<file path="src/rtl/bmp_pkg.sv">
`timescale 1ns / 1ps

package bmp_pkg;

    // Width of the n and r query fields (two's complement).
    localparam int FW = 13;
    // Width of a stored coefficient and of the result.
    localparam int VW = 30;
    // Modulus of all arithmetic.
    localparam logic [VW-1:0] PRIME = 30'd1000000007;
    // Largest row the triangle holds unless the top level is told otherwise.
    localparam int DEF_MAX_N = 256;

    typedef enum logic [2:0] {
        S_IDLE,
        S_DEC,
        S_ROW,
        S_BRD,
        S_BWR,
        S_ADDR,
        S_LOOK
    } t_state;

    // Query classification handed from the decoder to the controller.
    typedef struct packed {
        logic          direct;      // answered without the triangle store
        logic [VW-1:0] direct_val;  // the answer in that case
        logic [FW-1:0] k_fold;      // column folded into the left half of the row
    } t_dec;

    function automatic logic [VW-1:0] add_mod(input logic [VW-1:0] a, input logic [VW-1:0] b);
        logic [VW:0] s;
        s = {1'b0, a} + {1'b0, b};
        if (s >= {1'b0, PRIME}) begin
            s = s - {1'b0, PRIME};
        end
        return s[VW-1:0];
    endfunction

endpackage

</file>
<file path="src/rtl/bmp_decode.sv">
`timescale 1ns / 1ps

module bmp_decode #(
    parameter int MAX_N = bmp_pkg::DEF_MAX_N
) (
    input  logic [bmp_pkg::FW-1:0] i_n,
    input  logic [bmp_pkg::FW-1:0] i_r,
    output bmp_pkg::t_dec          o_dec
);
    import bmp_pkg::*;

    logic          w_oor;
    logic          w_is_n;
    logic          w_is_one;
    logic [FW:0]   w_n_ext;
    logic [FW:0]   w_r_plus1;

    assign w_n_ext   = {1'b0, i_n};
    assign w_r_plus1 = {1'b0, i_r} + (FW + 1)'(1);

    // Negative operands, a row beyond the triangle, or r above n give zero.
    assign w_oor = i_n[FW-1] || i_r[FW-1] || (w_n_ext > (FW + 1)'(MAX_N))
                 || ($signed(i_r) > $signed(i_n));

    // The two outer columns on each side never touch the store.
    assign w_is_n   = (i_r == FW'(1)) || (w_r_plus1 == w_n_ext);
    assign w_is_one = (i_r == '0) || (i_r == i_n);

    always_comb begin
        o_dec.direct = w_oor || w_is_n || w_is_one;
        if (w_oor) begin
            o_dec.direct_val = '0;
        end else if (w_is_n) begin
            o_dec.direct_val = {{(VW - FW){1'b0}}, i_n};
        end else begin
            o_dec.direct_val = VW'(1);
        end
        o_dec.k_fold = (i_r > (i_n >> 1)) ? (i_n - i_r) : i_r;
    end

endmodule

</file>
<file path="config.mk">
export PLATFORM = sky130hd
export DESIGN_NAME = bmp_decode
export DESIGN_NICKNAME = d
export VERILOG_FILES = /design/src/rtl/bmp_pkg.sv /design/src/rtl/bmp_decode.sv
export SDC_FILE = /design/constraint.sdc
export NUM_CORES = 1
export LEC_CHECK = 0
export BUFFER_PORTS_ARGS = -buffer_cell sky130_fd_sc_hd__buf_4
export CAP_MARGIN = 40
export CORE_MARGIN = 2
export CORE_UTILIZATION = 55
export DETAILED_ROUTE_END_ITERATION = 8
export PLACE_DENSITY = 0.85
export SKIP_LAST_GASP = 1
export SYNTH_ARGS = -nofsm -noshare
export SYNTH_HDL_FRONTEND = slang
export SYNTH_SLANG_ARGS = --single-unit
</file>
<file path="constraint.sdc">
create_clock -name vclk -period 2.7
set_clock_uncertainty 0.1 [all_clocks]
set_input_delay 0 -clock vclk [all_inputs]
set_output_delay 0 -clock vclk [all_outputs]
set_load 0.01 [all_outputs]
</file>
==> impl_summary.txt <==
----------------------------------------------------
[Outcome]
  Outcome ... finished, final reports clean

[Pwr]
  Internal Power ... 0.0002105 W
  Worst supply voltage drop on vdd ... 133.7 uV
  Comb pwr share ... 1.000
  Portion of total power attributed to sequential cells ... 0
  Switching power ... 0.0002672 W
  Standby leakage power ... 1.198 nW
  Net switching fraction of the power ... 0.5594
  Portion of total power attributed to the clock network ... 0
  Cell area power density ... 190.0 nW/um^2

[Route]
  Routed wirelength normalized by instance count ... 14.56 microns
  Number of nets with antenna violations after detailed routing ... 0
  Final Routed Wirelength ... 5751 microns
  Number of violations reported at the end of detailed-routing iteration 0 ... 130
  DRC errors left ... 0
  Router iterations before antenna repair ... 5
  Via Count ... 2,315
  Via density per instance ... 5.861

[Logic synthesis]
  Synthesized area per cell ... 7.157 sq um
  Synth unique cells ... 54
  Post-synth design cell area ... 2197 sq um
  Cell count after synthesis ... 307
  Count of warnings emitted by yosys ... 0
  Register area share after synthesis ... 0

[Layout]
  Highest-count cells in the layout ignoring fill and taps ... sky130_fd_sc_hd__buf_4 (50), sky130_fd_sc_hd__ha_1 (41), sky130_fd_sc_hd__inv_1 (29)
  Clk_buf instances ... 0
  Final-stage net count ... 417
  Storage cell area ... 0 sq um
  Fraction of layout cells with a size suffix above 1 ... 0.1988
  Synthesis-to-finish area growth ... 14.46%
  Seq cells ... 0
  Leading cell type in the layout, fill and taps excluded ... sky130_fd_sc_hd__buf_4
  Filler Cells Inserted ... 346
  Ant diodes ... 0
  Multi-input combinational cell area ... 1971 sq um

[Timing]
  Setup Viol. Count Final ... 0
  Max Slew Vio Count ... 0
  Final WS setup ... 0.2776 ns
  Max Clk Rate ... 412.8 MHz
  Unrepaired setup endpoints after global routing ... false
  Ratio of final minimum period to clock period ... 0.8972
  Max_slew headroom ... 0.6256
  Slew at the pin closest to its max-slew limit ... 0.5615 ns
  Minimum period implied by the final worst setup slack ... 2.422 ns
  Post-Route Setup TNS ... 0 ns
  Number of hold-slack violations in the final timing report ... 0

[Floorplanning]
  I/O pin count ... 70
  Cell Rows ... 22
  DIE AREA ... 4517 sq um
  Vertical die dimension ... 67.21 microns
  Placeable core region ... 3744 sq um
  Horizontal extent of the die ... 67.21 microns
  Starting utilization of the core area ... 0.5869

[Global route]
  Vias in the first global route ... 2,132
  GR Util met3 ... 0.008333
  Top Usage Layer GRT ... met2
  Initial antenna violation count ... 0
  Global routing met2 resource utilization ... 0.4678
  Largest net degree at the start of global routing ... 25
  Overflow left after global routing ... 0
  Wire length of the first global-routing pass ... 9432 microns
  Total global routing track utilization ... 0.2629
  Routing usage on met1 ... 0.3624

[Min path]
  Worst Hold Class ... input pin to primary output

[Setup path]
  Startpoint Class ... input pin
  Data required time of the critical path ... 2.60 ns
  Critical setup path kind ... input pin to primary output
  Maximum fanout encountered on the critical timing path ... 10
  Critical path capture point type ... primary output
  Arrival time at the worst endpoint ... 2.32 ns

[Clock tree]
  Post-CTS setup buffer count ... 0
  Number of resized instances in the post-cts repair step ... 0
  Number of buffers inserted by hold repair at cts ... 0

[Placement]
  Placer's final routability congestion estimate ... 0.9263
  Worst slack at placement ... 0.2847 ns
  Half-perimeter wire length after detailed placement ... 4845 microns
  Input/output buffers ... 49

[Job]
  Max-cap check violation count ... 0

----------------------------------------------------
[worst max-delay path, cell delays in order]
cell,delay (ns)
sky130_fd_sc_hd__buf_4,0.10
sky130_fd_sc_hd__inv_1,0.06
sky130_fd_sc_hd__ha_1,0.39
sky130_fd_sc_hd__a211oi_2,0.25
sky130_fd_sc_hd__o211ai_1,0.10
sky130_fd_sc_hd__a31o_1,0.25
sky130_fd_sc_hd__nor4_4,0.26
sky130_fd_sc_hd__o31ai_4,0.19
sky130_fd_sc_hd__or4_1,0.56
sky130_fd_sc_hd__buf_4,0.17
[cell usage after synthesis (2+ instances only)]
library cell / n / area [sq um]
sky130_fd_sc_hd__buf_2: 4 / 20.02
sky130_fd_sc_hd__nor2b_1: 6 / 37.54
sky130_fd_sc_hd__a311oi_1: 2 / 17.52
sky130_fd_sc_hd__nor4_1: 8 / 50.05
sky130_fd_sc_hd__nand2b_1: 6 / 37.54
sky130_fd_sc_hd__nor3_2: 8 / 80.08
sky130_fd_sc_hd__nand4_1: 7 / 43.79
sky130_fd_sc_hd__o21ai_1: 3 / 15.01
sky130_fd_sc_hd__ha_1: 41 / 513.0
sky130_fd_sc_hd__and3_1: 4 / 25.02
sky130_fd_sc_hd__nor3_1: 9 / 45.04
sky130_fd_sc_hd__clkbuf_1: 3 / 11.26
sky130_fd_sc_hd__or4_1: 2 / 15.01
sky130_fd_sc_hd__mux2i_1: 2 / 20.02
sky130_fd_sc_hd__o21ai_0: 22 / 110.1
sky130_fd_sc_hd__o31ai_1: 4 / 30.03
sky130_fd_sc_hd__nor2_1: 9 / 33.78
sky130_fd_sc_hd__nand3b_1: 2 / 15.01
sky130_fd_sc_hd__buf_4: 23 / 172.7
sky130_fd_sc_hd__xor2_1: 7 / 61.31
sky130_fd_sc_hd__nand2_1: 27 / 101.4
sky130_fd_sc_hd__or3_1: 3 / 18.77
sky130_fd_sc_hd__o31a_1: 3 / 26.28
sky130_fd_sc_hd__a31oi_1: 2 / 12.51
sky130_fd_sc_hd__a21o_1: 3 / 22.52
sky130_fd_sc_hd__and2_1: 3 / 18.77
sky130_fd_sc_hd__xnor2_1: 13 / 113.9
sky130_fd_sc_hd__o21a_1: 4 / 30.03
sky130_fd_sc_hd__nand3_1: 10 / 50.05
sky130_fd_sc_hd__a21oi_1: 15 / 75.07
sky130_fd_sc_hd__inv_1: 29 / 108.9
[final cells by class]
type / instances / share of cell area
timing repair buffer: 50 / 0.1493
tap: 48 / 0.02388
inverter: 29 / 0.04328
multi-input combinational: 268 / 0.7836
[cells by family after synthesis]
kind of cell | Yosys count | share of synthesized area
simple gates | 112 | 0.3001
compound gates | 70 | 0.2193
buf+inv | 59 | 0.1424
fa+ha+maj | 42 | 0.2426
xor+xnor | 20 | 0.07973
mux | 3 | 0.01424
other cells | 1 | 0.001707
[power by group through the flow]
stage / Clock, W / Sequential, W / Combinational, W
after floorplan: 0 / 0 / 0.000326
after global placement: 0 / 0 / 0.000461
after detailed placement: 0 / 0 / 0.000472
after CTS: 0 / 0 / 0.000475
after global routing: 0 / 0 / 0.000531
final: 0 / 0 / 0.000478
[worst paths after layout]
check,from,endpoint,slack [ns],depth (start not counted)
min,i_n[0],o_dec[13],0.25,3
max,i_n[10],o_dec[43],0.28,10
[metrics by stage]
| stage | std cells | utilization | hold WS [ns] | instance area, sq um | power [W] |
|---|---|---|---|---|---|
| after floorplan | 327 | - | 0.02770 | 2272 | 0.0003258 |
| final | 395 | 0.6718 | 0.2491 | 2515 | 0.0004778 |
| after global placement | 395 | 0.6718 | 0.2458 | 2515 | 0.0004613 |
| after detailed placement | 395 | 0.6718 | 0.2534 | 2515 | 0.0004716 |
| after global routing | 395 | 0.6718 | 0.2757 | 2515 | 0.0005307 |
| after CTS | 395 | 0.6718 | 0.2526 | 2515 | 0.0004747 |
[layer usage]
layer | vias to the layer above | share of wire
met3 | 10 | 0.045
met5 | - | 0
met4 | 0 | 0.012
met1 | 1079 | 0.46
met2 | 84 | 0.48
li1 | 1142 | -
Power figures use the tool's default switching activity.
